**config.mk**
```make
export PLATFORM = sky130hd
export DESIGN_NAME = sonar_frame_deframer_crc16_core
export DESIGN_NICKNAME = d
export VERILOG_FILES = /design/src/sv/sfd_pkg.sv /design/src/sv/sonar_frame_deframer_crc16_core.sv /design/src/sv/sfd_ram.sv /design/src/sv/sfd_parser.sv /design/src/sv/sfd_drain.sv
export SDC_FILE = /design/constraint.sdc
export NUM_CORES = 1
export LEC_CHECK = 0
export ABC_AREA = 1
export BUFFER_PORTS_ARGS = -buffer_cell sky130_fd_sc_hd__clkbuf_2
export CAP_MARGIN = 20
export CORE_UTILIZATION = 60
export DETAILED_ROUTE_END_ITERATION = 7
export HOLD_SLACK_MARGIN = 0.06
export PLACE_DENSITY = 0.77
export SYNTH_ARGS = -nofsm -noshare
export SYNTH_HDL_FRONTEND = slang
export SYNTH_HIERARCHICAL = 1
export SYNTH_SLANG_ARGS = --single-unit
export TNS_END_PERCENT = 50
```
**constraint.sdc**
```tcl
create_clock -name clk -period 4 [get_ports clk]
set_input_delay 0.2 -clock clk [delete_from_list [all_inputs] [get_ports clk]]
set_output_delay 0.2 -clock clk [all_outputs]
set_load 0.05 [all_outputs]
```
**src/sv/sfd_pkg.sv**
```systemverilog
package sfd_pkg;

    localparam int PAYLOAD_BYTES = 18;
    localparam int HDR_LEN       = 6;
    localparam int NUM_WORDS     = 9;

    localparam int POS_CRC_LO = HDR_LEN + PAYLOAD_BYTES;
    localparam int POS_CRC_HI = POS_CRC_LO + 1;
    localparam int POS_TRL0   = POS_CRC_LO + 2;
    localparam int POS_TRL1   = POS_CRC_LO + 3;
    localparam int POS_TRL2   = POS_CRC_LO + 4;
    localparam int POS_W      = $clog2(POS_TRL2 + 1);

    // words that actually hold payload bytes
    localparam int STORED_WORDS = ((PAYLOAD_BYTES + 1) / 2 < NUM_WORDS) ?
                                  (PAYLOAD_BYTES + 1) / 2 : NUM_WORDS;

    // two banks of words: one filling, one waiting to be drained
    localparam int RAM_DEPTH = 2 * NUM_WORDS;
    localparam int RAM_AW    = $clog2(RAM_DEPTH);
    localparam int WORD_W    = $clog2(NUM_WORDS);

    localparam logic [15:0] CRC_SEED_RST = 16'h00FF;

    localparam logic [7:0] HDR_0   = 8'h3E;  // '>'
    localparam logic [7:0] HDR_1   = 8'h2A;  // '*'
    localparam logic [7:0] HDR_2   = 8'h3E;  // '>'
    localparam logic [7:0] HDR_3   = 8'h12;
    localparam logic [7:0] HDR_4   = 8'h00;
    localparam logic [7:0] HDR_5   = 8'h63;  // 'c'
    localparam logic [7:0] TRL_LT  = 8'h3C;  // '<'
    localparam logic [7:0] TRL_HSH = 8'h23;  // '#'

    typedef struct packed {
        logic              we;
        logic              bank;
        logic [RAM_AW-1:0] addr;
        logic [15:0]       data;
    } sfd_wr_t;

    typedef struct packed {
        logic valid;
        logic bank;
        logic ok;
    } sfd_done_t;

    typedef struct packed {
        logic pend;
        logic bank;
    } sfd_stat_t;

    function automatic logic [7:0] hdr_byte(input logic [2:0] i);
        logic [7:0] r;
        case (i)
            3'd0:    r = HDR_0;
            3'd1:    r = HDR_1;
            3'd2:    r = HDR_2;
            3'd3:    r = HDR_3;
            3'd4:    r = HDR_4;
            3'd5:    r = HDR_5;
            default: r = 8'h00;
        endcase
        return r;
    endfunction

    // reflected CRC-CCITT (0x8408), one byte
    function automatic logic [15:0] crc_step(input logic [15:0] c, input logic [7:0] b);
        logic [7:0] d;
        d = b ^ c[7:0];
        d = d ^ (d << 4);
        return {d, c[15:8]} ^ (16'(d) >> 4) ^ (16'(d) << 3);
    endfunction

    function automatic logic [POS_W-1:0] restart_pos(input logic [7:0] b);
        return (b == HDR_0) ? POS_W'(1) : POS_W'(0);
    endfunction

    function automatic logic [RAM_AW-1:0] ram_addr(input logic bank,
                                                    input logic [RAM_AW-1:0] word);
        return bank ? RAM_AW'(NUM_WORDS) + word : word;
    endfunction

endpackage

```
**src/sv/sonar_frame_deframer_crc16_core.sv**
```systemverilog
// A result beat shows on out_valid after the final trailer byte sets the pending flag and the
// drain passes S_IDLE, S_READ and S_WAIT. Throughput: one byte per cycle unless in_stall
// holds; the parser updates position and CRC per taken byte. The final trailer byte stalls
// only while the previous frame's words still wait in the two-bank word RAM to be drained.
// Reset (rst_n, async low): hunt state, CRCs and handshake flags clear, crc_seed = 0x00FF;
// the word RAM is not cleared, every word is written before it is read.
module sonar_frame_deframer_crc16_core (
    input  logic        clk,
    input  logic        rst_n,
    input  logic        in_valid,
    output logic        in_stall,
    input  logic [7:0]  rx_byte,
    input  logic        cfg_wen,
    input  logic [15:0] cfg_wdata,
    output logic        out_valid,
    input  logic        out_stall,
    output logic [15:0] range_1,
    output logic [15:0] range_2,
    output logic [15:0] range_3,
    output logic [15:0] range_4,
    output logic [15:0] range_5,
    output logic [15:0] range_6,
    output logic [15:0] range_7,
    output logic [15:0] range_8,
    output logic [15:0] range_9,
    output logic        crc_ok
);

    // parser -> RAM: payload words, bank toggles per completed frame
    sfd_pkg::sfd_wr_t           wr;
    // parser -> drain: frame complete beat with bank and CRC verdict
    sfd_pkg::sfd_done_t         done;
    // drain -> parser: a frame still waits in RAM
    sfd_pkg::sfd_stat_t         stat;
    logic [sfd_pkg::RAM_AW-1:0] raddr;
    logic [15:0]                rdata;
    logic [15:0]                words [sfd_pkg::NUM_WORDS];

    sfd_parser u_parser (
        .clk       (clk),
        .rst_n     (rst_n),
        .in_valid  (in_valid),
        .in_stall  (in_stall),
        .rx_byte   (rx_byte),
        .cfg_wen   (cfg_wen),
        .cfg_wdata (cfg_wdata),
        .stat      (stat),
        .wr        (wr),
        .done      (done)
    );

    // bank = frame slot; writer and drain never share a bank (parser interlock)
    sfd_ram #(
        .WIDTH (16),
        .DEPTH (sfd_pkg::RAM_DEPTH)
    ) u_ram (
        .clk   (clk),
        .we    (wr.we),
        .waddr (wr.addr),
        .wdata (wr.data),
        .raddr (raddr),
        .rdata (rdata)
    );

    sfd_drain u_drain (
        .clk       (clk),
        .rst_n     (rst_n),
        .done      (done),
        .stat      (stat),
        .raddr     (raddr),
        .rdata     (rdata),
        .out_valid (out_valid),
        .out_stall (out_stall),
        .words     (words),
        .crc_ok    (crc_ok)
    );

    assign range_1 = words[0];
    assign range_2 = words[1];
    assign range_3 = words[2];
    assign range_4 = words[3];
    assign range_5 = words[4];
    assign range_6 = words[5];
    assign range_7 = words[6];
    assign range_8 = words[7];
    assign range_9 = words[8];

`ifndef SYNTHESIS
    a_bank_split: assert property (@(posedge clk) disable iff (!rst_n)
        (wr.we && stat.pend) |-> (wr.bank != stat.bank))
        else $error("payload write into bank awaiting drain");
`endif

endmodule

```
**src/sv/sfd_ram.sv**
```systemverilog
module sfd_ram #(
    parameter int WIDTH = 16,
    parameter int DEPTH = 18
) (
    input  logic                     clk,
    input  logic                     we,
    input  logic [$clog2(DEPTH)-1:0] waddr,
    input  logic [WIDTH-1:0]         wdata,
    input  logic [$clog2(DEPTH)-1:0] raddr,
    output logic [WIDTH-1:0]         rdata
);

    logic [WIDTH-1:0] mem [DEPTH];
    logic [WIDTH-1:0] rdata_reg;

    always_ff @(posedge clk)
    begin
        if (we)
        begin
            mem[waddr] <= wdata;
        end
        rdata_reg <= mem[raddr];
    end

    assign rdata = rdata_reg;

endmodule

```
**src/sv/sfd_parser.sv**
```systemverilog
module sfd_parser (
    input  logic               clk,
    input  logic               rst_n,
    input  logic               in_valid,
    output logic               in_stall,
    input  logic [7:0]         rx_byte,
    input  logic               cfg_wen,
    input  logic [15:0]        cfg_wdata,
    input  sfd_pkg::sfd_stat_t stat,
    output sfd_pkg::sfd_wr_t   wr,
    output sfd_pkg::sfd_done_t done
);

    logic [sfd_pkg::POS_W-1:0] pos_reg, pos_next;
    logic [15:0]               crc_reg, crc_next;
    logic [15:0]               rcrc_reg, rcrc_next;
    logic [15:0]               seed_reg;
    logic [7:0]                lo_reg, lo_next;
    logic                      bank_reg, bank_next;
    logic [sfd_pkg::POS_W-1:0] idx;
    logic [sfd_pkg::POS_W-1:0] word;
    logic                      acc;

    // hold the frame end while the other bank still waits to be drained
    assign in_stall = (pos_reg == sfd_pkg::POS_W'(sfd_pkg::POS_TRL2)) && stat.pend;
    assign acc      = in_valid && !in_stall;
    assign idx      = pos_reg - sfd_pkg::POS_W'(sfd_pkg::HDR_LEN);
    assign word     = idx >> 1;

    always_comb
    begin
        pos_next  = pos_reg;
        crc_next  = crc_reg;
        rcrc_next = rcrc_reg;
        lo_next   = lo_reg;
        bank_next = bank_reg;
        wr.we     = 1'b0;
        wr.bank   = bank_reg;
        wr.addr   = sfd_pkg::ram_addr(bank_reg, sfd_pkg::RAM_AW'(word));
        wr.data   = idx[0] ? {rx_byte, lo_reg} : {8'h00, rx_byte};
        done      = '0;
        done.bank = bank_reg;
        done.ok   = (crc_reg == rcrc_reg);
        if (acc)
        begin
            if (pos_reg < sfd_pkg::POS_W'(sfd_pkg::HDR_LEN))
            begin
                if (rx_byte == sfd_pkg::hdr_byte(pos_reg[2:0]))
                begin
                    pos_next = pos_reg + sfd_pkg::POS_W'(1);
                    if (pos_reg == sfd_pkg::POS_W'(sfd_pkg::HDR_LEN - 1))
                    begin
                        crc_next = seed_reg;
                    end
                end
                else
                begin
                    pos_next = sfd_pkg::restart_pos(rx_byte);
                end
            end
            else if (pos_reg < sfd_pkg::POS_W'(sfd_pkg::POS_CRC_LO))
            begin
                crc_next = sfd_pkg::crc_step(crc_reg, rx_byte);
                lo_next  = rx_byte;
                pos_next = pos_reg + sfd_pkg::POS_W'(1);
                // write on the high byte, or on a lone last byte
                if ((idx[0] || idx == sfd_pkg::POS_W'(sfd_pkg::PAYLOAD_BYTES - 1)) &&
                    word < sfd_pkg::POS_W'(sfd_pkg::NUM_WORDS))
                begin
                    wr.we = 1'b1;
                end
            end
            else if (pos_reg == sfd_pkg::POS_W'(sfd_pkg::POS_CRC_LO))
            begin
                rcrc_next = {rcrc_reg[15:8], rx_byte};
                pos_next  = pos_reg + sfd_pkg::POS_W'(1);
            end
            else if (pos_reg == sfd_pkg::POS_W'(sfd_pkg::POS_CRC_HI))
            begin
                rcrc_next = {rx_byte, rcrc_reg[7:0]};
                pos_next  = pos_reg + sfd_pkg::POS_W'(1);
            end
            else if (pos_reg == sfd_pkg::POS_W'(sfd_pkg::POS_TRL0))
            begin
                pos_next = (rx_byte == sfd_pkg::TRL_LT) ? pos_reg + sfd_pkg::POS_W'(1) :
                           sfd_pkg::restart_pos(rx_byte);
            end
            else if (pos_reg == sfd_pkg::POS_W'(sfd_pkg::POS_TRL1))
            begin
                pos_next = (rx_byte == sfd_pkg::TRL_HSH) ? pos_reg + sfd_pkg::POS_W'(1) :
                           sfd_pkg::restart_pos(rx_byte);
            end
            else if (pos_reg == sfd_pkg::POS_W'(sfd_pkg::POS_TRL2) &&
                     rx_byte == sfd_pkg::TRL_LT)
            begin
                done.valid = 1'b1;
                pos_next   = '0;
                bank_next  = !bank_reg;
            end
            else
            begin
                pos_next = sfd_pkg::restart_pos(rx_byte);
            end
        end
    end

    always_ff @(posedge clk or negedge rst_n)
    begin
        if (!rst_n)
        begin
            pos_reg  <= '0;
            crc_reg  <= '0;
            rcrc_reg <= '0;
            seed_reg <= sfd_pkg::CRC_SEED_RST;
            bank_reg <= 1'b0;
        end
        else
        begin
            pos_reg  <= pos_next;
            crc_reg  <= crc_next;
            rcrc_reg <= rcrc_next;
            bank_reg <= bank_next;
            if (cfg_wen)
            begin
                seed_reg <= cfg_wdata;
            end
        end
    end

    always_ff @(posedge clk)
    begin
        lo_reg <= lo_next;
    end

endmodule

```
**src/sv/sfd_drain.sv**
```systemverilog
module sfd_drain (
    input  logic                       clk,
    input  logic                       rst_n,
    input  sfd_pkg::sfd_done_t         done,
    output sfd_pkg::sfd_stat_t         stat,
    output logic [sfd_pkg::RAM_AW-1:0] raddr,
    input  logic [15:0]                rdata,
    output logic                       out_valid,
    input  logic                       out_stall,
    output logic [15:0]                words [sfd_pkg::NUM_WORDS],
    output logic                       crc_ok
);

    typedef enum logic [2:0] {
        S_IDLE = 3'b001,
        S_READ = 3'b010,
        S_WAIT = 3'b100
    } state_t;

    state_t                     state_reg, state_next;
    logic                       pend_reg, pend_next;
    logic                       pbank_reg;
    logic                       pok_reg;
    logic [sfd_pkg::WORD_W-1:0] cnt_reg, cnt_next;
    logic                       ret_vld_reg, ret_vld_next;
    logic [sfd_pkg::WORD_W-1:0] ret_idx_reg;
    logic                       out_valid_reg, out_valid_next;
    logic                       ok_reg;
    logic [15:0]                word_reg [sfd_pkg::NUM_WORDS];
    logic [15:0]                cap;

    assign stat.pend = pend_reg;
    assign stat.bank = pbank_reg;
    assign raddr     = sfd_pkg::ram_addr(pbank_reg, sfd_pkg::RAM_AW'(cnt_reg));
    assign cap       = (pok_reg && ret_idx_reg < sfd_pkg::WORD_W'(sfd_pkg::STORED_WORDS)) ?
                       rdata : 16'h0000;

    always_comb
    begin
        state_next     = state_reg;
        pend_next      = pend_reg || done.valid;
        cnt_next       = cnt_reg;
        ret_vld_next   = 1'b0;
        out_valid_next = out_valid_reg && out_stall;
        case (state_reg)
            S_IDLE:
            begin
                if (pend_reg && !out_valid_reg)
                begin
                    state_next = S_READ;
                    cnt_next   = '0;
                end
            end
            S_READ:
            begin
                ret_vld_next = 1'b1;
                cnt_next     = cnt_reg + sfd_pkg::WORD_W'(1);
                if (cnt_reg == sfd_pkg::WORD_W'(sfd_pkg::NUM_WORDS - 1))
                begin
                    state_next = S_WAIT;
                    cnt_next   = '0;
                end
            end
            S_WAIT:
            begin
                // last word lands this cycle
                state_next     = S_IDLE;
                pend_next      = 1'b0;
                out_valid_next = 1'b1;
            end
            default:
            begin
                state_next = S_IDLE;
            end
        endcase
    end

    always_ff @(posedge clk or negedge rst_n)
    begin
        if (!rst_n)
        begin
            state_reg     <= S_IDLE;
            pend_reg      <= 1'b0;
            pbank_reg     <= 1'b0;
            pok_reg       <= 1'b0;
            cnt_reg       <= '0;
            ret_vld_reg   <= 1'b0;
            out_valid_reg <= 1'b0;
        end
        else
        begin
            state_reg     <= state_next;
            pend_reg      <= pend_next;
            cnt_reg       <= cnt_next;
            ret_vld_reg   <= ret_vld_next;
            out_valid_reg <= out_valid_next;
            if (done.valid)
            begin
                pbank_reg <= done.bank;
                pok_reg   <= done.ok;
            end
        end
    end

    always_ff @(posedge clk)
    begin
        ret_idx_reg <= cnt_reg;
        if (ret_vld_reg)
        begin
            word_reg[ret_idx_reg] <= cap;
        end
        if (state_reg == S_WAIT)
        begin
            ok_reg <= pok_reg;
        end
    end

    assign out_valid = out_valid_reg;
    assign words     = word_reg;
    assign crc_ok    = ok_reg;

`ifndef SYNTHESIS
    a_no_overrun: assert property (@(posedge clk) disable iff (!rst_n)
        done.valid |-> !pend_reg)
        else $error("frame completed while previous frame still pending");

    a_drain_quiet: assert property (@(posedge clk) disable iff (!rst_n)
        (state_reg != S_IDLE) |-> (pend_reg && !out_valid_reg))
        else $error("drain running without pending frame or with output busy");

    a_out_from_drain: assert property (@(posedge clk) disable iff (!rst_n)
        $rose(out_valid_reg) |-> $past(state_reg == S_WAIT))
        else $error("output beat raised outside drain completion");
`endif

endmodule
```
; Yosys cells after proc, flatten, opt, wreduce, memory -nomap -nowiden
; Memory sizes are Yosys's and may differ from the RTL's. A register that Yosys moved wholly into a read port is not among the register bits.
; Index checks and enable logic that the tools add are counted.
; W data, S select, Z words.
[word_totals]
ff_bits = 223
mem_bits_rw = 288
inputBits = 29
out_inout_bits = 147
wordCells = 145
mem_count = 1
[mem_list]
columns = memory, depth, word_bits, read_ports, rd_clocked_by_memory_dff, wr, line
row1 = u_ram.mem, 18, 16, 1, 1, 1, sfd_ram.sv:13  ; logic [WIDTH-1:0] mem [DEPTH];
[op_classes]
add_sub_neg = 5
n_lt_le_gt_ge = 6
eq_ne = 24
mux = 49
bitwise_logic = 11
n_reduce_logical = 24
[ops]
columns = op, count
row1 = $bwmux W144, 1
row2 = $mux W16, 7
row3 = $demux W16 S4, 1
row4 = $mux W5, 12
row5 = $eq A5 B5 Y1 const B, 6
row6 = $pmux W7 S4, 1
row7 = $eq A8 B6 Y1 const B, 3
row8 = $mux W8, 3
row9 = $mux W1, 18
row10 = $eq A16 B16 Y1, 1
row11 = $xor A16 B11 Y16, 1
row12 = $xor A16 B4 Y16, 1
row13 = $xor A8 B8 Y8, 2
row14 = $add A4 B4 Y5 const A, 2
row15 = $eq A3 B2 Y1 const B, 3
row16 = $eq A8 B8 Y1, 1
row17 = $logic_and A1 B1 Y1, 8
row18 = $lt A4 B4 Y1 const B, 2
row19 = $mux W4, 2
row20 = $pmux W4 S2, 1
row21 = $reduce_and A4 Y1, 2
row22 = $reduce_and A8 Y1, 1
row23 = $eq A3 B1 Y1 const B, 2
row24 = $eq A3 B3 Y1 const B, 2
row25 = other kinds (23), 36

; Depth between registers and ports, before layout
[depth]
depth_word = 12
mapped_depth = 15
depth_no_buf = 14

; Modules after synthesis
; The synthesis kept the hierarchy.
[modules_own_cells]
columns = module, instances, cells_each, area_per_inst_um2, seq_area_each_um2
row1 = sfd_ram, 1, 1198, 12704.7, 8968.6
row2 = sfd_drain, 1, 274, 5306.3, 4735.8
row3 = sfd_parser, 1, 495, 3941.3, 1601.5

; Worst setup path before layout
; No wires, ideal clock.
[synth_path]
kind = register -> register
from = reg u_parser/pos_reg[1] (netlist bit)
to = mem u_ram.mem[13][0] (enable)
setup_time_ns = 0.388
arrival_time_ns = 2.691
t_required_ns = 3.612
path_slack_ns = 0.921
path_stages_with_launch = 12
n_path_buf = 0
period_less_slack_ns = 3.079
cell_sequence = dfrtp_1 > inv_1 > ha_1 > inv_2 > nor3_4 > nand2_2 > nand2_4 > nor2_4 > nand2_4 > a211oi_1 > nand3_1 > nor2_1
[synth_lines]
columns = item, line
row1 = from (decl), sfd_parser.sv:14  ; logic [sfd_pkg::POS_W-1:0] pos_reg, pos_next;
row2 = from (signal assigned), sfd_parser.sv:119  ; pos_reg <= pos_next;
row3 = to (decl), sfd_ram.sv:13

==> run summary <==
### Routing
• vias after detailed routing: 14837
• average vias per placed instance: 5.51
• 1st-pass router iterations: 8
• number of DRC markers in iteration 0: 1558
• number of routed nets with antenna violations: 0
• Residual DRC: 23
• average detailed-routed wire length per instance: 19.1 um
• Final Routed Wirelength: 51400 um

### Setup path
• critical path arrival: 3760 ps
• most frequent cell on the critical path: sky130_fd_sc_hd__nand2_4
• Worst path max stage delay: 510 ps
• Worst Path Required: 4250 ps
• critical path's slowest cell: sky130_fd_sc_hd__dfrtp_1
• path type of the worst setup path: reg -> reg
• peak fanout along the critical path: 19
• worst-path cell chain: inv_1, ha_1, inv_2, nor3_4, nand2_2, nand2_4, nor2_4, nand2_4, a211oi_1, nand3_1, nor2_1, buf_4
• kind of capture point of the worst setup path: flip-flop
• CP Launch Type: flip-flop

### Power and ir drop
• VDD IR max: 0.400 mV
• Sw Share: 23.1%
• static power due to leakage: 10.9 nW
• Comb power frac: 8.1%
• ratio of total power to cell area: 480 nW/um^2
• Internal: 9.38 mW
• share of power burned in registers: 51.1%
• total net switching power: 2.82 mW
• Clock power frac: 40.7%

### Clock tree
• total clock sinks: 527
• total of cells resized after clock tree synthesis: 0
• clk root buf: sky130_fd_sc_hd__clkbuf_16
• CTS Buf Count: 50
• insertion delay of the later-clocked pin in the worst-skew pair: 590 ps
• TritonCTS clock tree: yes
• maximum buffer depth of the clock tree: 3
• CTS H-tree depth: 2
• CTS clock-pin slew for the worst setup and hold paths: 60 ps

### Global routing
• first-pass GRT wire length: 81000 um
• vias in the first global route: 14574
• pin count of the biggest net entering global routing: 145
• antenna violations before repair: 2
• overall global routing resource usage: 28.3%
• total congestion overflow: 0

### Floorplan
• Chip Height: 193 um
• Core Area: 35700 sq um
• die outline area: 37300 sq um
• Starting Density: 61.4%
• x dimension of the die: 193 um
• Row Count: 69
• Boundary Pins: 176

### Timing
• total count of hold-check failures in the final report: 0
• RSZ-0062 raised after global routing: false
• Setup TNS Final: 0 ps
• Fmax: 285 MHz
• clock tree skew after final layout: 21.7 ps
• time the final worst path needs with I/O delays and setup: 3510 ps
• Period Utilization, post-route: 87.7%
• max-slew violations: 0
• # setup viols final: 0
• transition time at the pin with the least slew margin: 1160 ps
• tightest slew margin relative to the limit: 22.5%

### Placement
• RD Place Congestion: 0.900
• DPL Wire Length: 32900 um
• placement-stage cell area: 23400 sq um
• port bufs: 175

### Cells and area
• final layout net count: 2227
• register containing the most flip-flops in the final layout: u_ram/mem
• cell area after layout: 25400 sq um
• number of flip-flops under the largest register name: 288
• # diodes: 0
• share of post-route cells with drive strength above 1: 17.5%
• Area growth, synth to finish: 15.9%

### Synth
• number of warning messages in the yosys log: 6
• cells after synthesis: 1965
• post-synthesis instance area: 21900 sq um
• syn nets: 2003
• mean area per synthesized cell: 11.2 sq um

### Job
• max-cap violations: 0

### Outcome
• run status: finished with violations
• violated checks: DRC

### Worst hold path
• worst min-delay path class: in -> reg

[cells in the final DEF, fill, tap and decap left out, types with 8 or more instances in the layout]
| cell | instances |
|---|---|
| sky130_fd_sc_hd__nand2_1 | 510 |
| sky130_fd_sc_hd__edfxtp_1 | 441 |
| sky130_fd_sc_hd__inv_1 | 282 |
| sky130_fd_sc_hd__nand3_1 | 247 |
| sky130_fd_sc_hd__clkbuf_2 | 174 |
| sky130_fd_sc_hd__nor2_1 | 88 |
| sky130_fd_sc_hd__o21ai_0 | 62 |
| sky130_fd_sc_hd__dfrtp_1 | 57 |
| sky130_fd_sc_hd__clkbuf_16 | 50 |
| sky130_fd_sc_hd__buf_4 | 47 |
| sky130_fd_sc_hd__dlygate4sd3_1 | 27 |
| sky130_fd_sc_hd__xnor2_1 | 24 |
| sky130_fd_sc_hd__dfxtp_1 | 20 |
| sky130_fd_sc_hd__nand2_2 | 19 |
| sky130_fd_sc_hd__xor2_1 | 16 |
| sky130_fd_sc_hd__nor2_2 | 12 |
| sky130_fd_sc_hd__a21oi_1 | 9 |
| sky130_fd_sc_hd__ha_1 | 9 |
| sky130_fd_sc_hd__dfstp_2 | 9 |
| sky130_fd_sc_hd__clkbuf_1 | 8 |
| sky130_fd_sc_hd__clkinv_1 | 8 |
| sky130_fd_sc_hd__bufinv_16 | 8 |
| sky130_fd_sc_hd__nand4_1 | 8 |
| sky130_fd_sc_hd__o21ai_2 | 8 |
[final cells by class]
type,instances,area (sq um)
clock buffers,62,1340
clock inverters,32,435
fillers,2366,10300
inverters,289,1090
multi-input cells,1070,5140
flip-flops and latches,527,15300
well taps,461,577
repair buffers,251,1540
[path summary, 6_finish.rpt]
path / startpoint / end / slack (ps) / cells after the start
worst max-delay path: u_parser/pos_reg[1]$_DFFE_PN0P_ / u_ram/mem[4][5]$_DFFE_PP_ / 490 / 12
worst min-delay path: cfg_wen / u_parser/seed_reg[6]$_DFFE_PN1P_ / 110 / 3
worst max register to register: u_parser/pos_reg[1]$_DFFE_PN0P_ / u_ram/mem[4][5]$_DFFE_PP_ / 490 / 12
worst min register to register: u_drain/state_reg[2]$_DFFE_PN0P_ / u_drain/state_reg[2]$_DFFE_PN0P_ / 440 / 1
max in group asynchronous: rst_n / u_parser/rcrc_reg[4]$_DFFE_PN0P_ / 2800 / 3
min in group asynchronous: rst_n / u_parser/pos_reg[1]$_DFFE_PN0P_ / 310 / 2
[power groups by stage]
stage	Sequential (mW)	Combinational [mW]	Clock [mW]
after global placement	6.35	0.929	0
final	6.24	0.993	4.97
after CTS	6.24	0.982	5.03
after global routing	6.25	1.10	5.25
after floorplan	6.31	0.666	0
after detailed placement	6.35	0.953	0
[layer usage]
metal / GRT usage, % / up-vias / wire, um
met2: 47.8 / 778 / 25300
met1: 36.7 / 7017 / 19600
met5: 0 / - / 13
met4: 11.4 / 2 / 1940
met3: 4.76 / 130 / 4550
li1: - / 6910 / -
[metrics by stage]
stage	power (mW)	util (%)	hold slack, ps	setup WS, ps	std cells
floorplan	6.98	-	-95.6	921	1965
global placement	7.28	65.4	389	814	2571
detailed placement	7.30	65.4	385	669	2571
CTS	12.2	71.1	90.1	506	2692
global route	12.6	71.1	172	340	2692
finish	12.2	71.1	112	493	2692
[repair_timing]
action,4_1_cts,5_1_grt
hold endpoints to repair,59,0
hold buffers,27,0
setup buffers,0,0
[critical path: cells and delay by family (launching register included)]
kind            cells  cell delay (ps)
compound gates      1              490
fa+ha+maj           1              280
buf+inv             3              610
flops               1              510
simple gates        7             1260
Power figures use the tool's default switching activity.
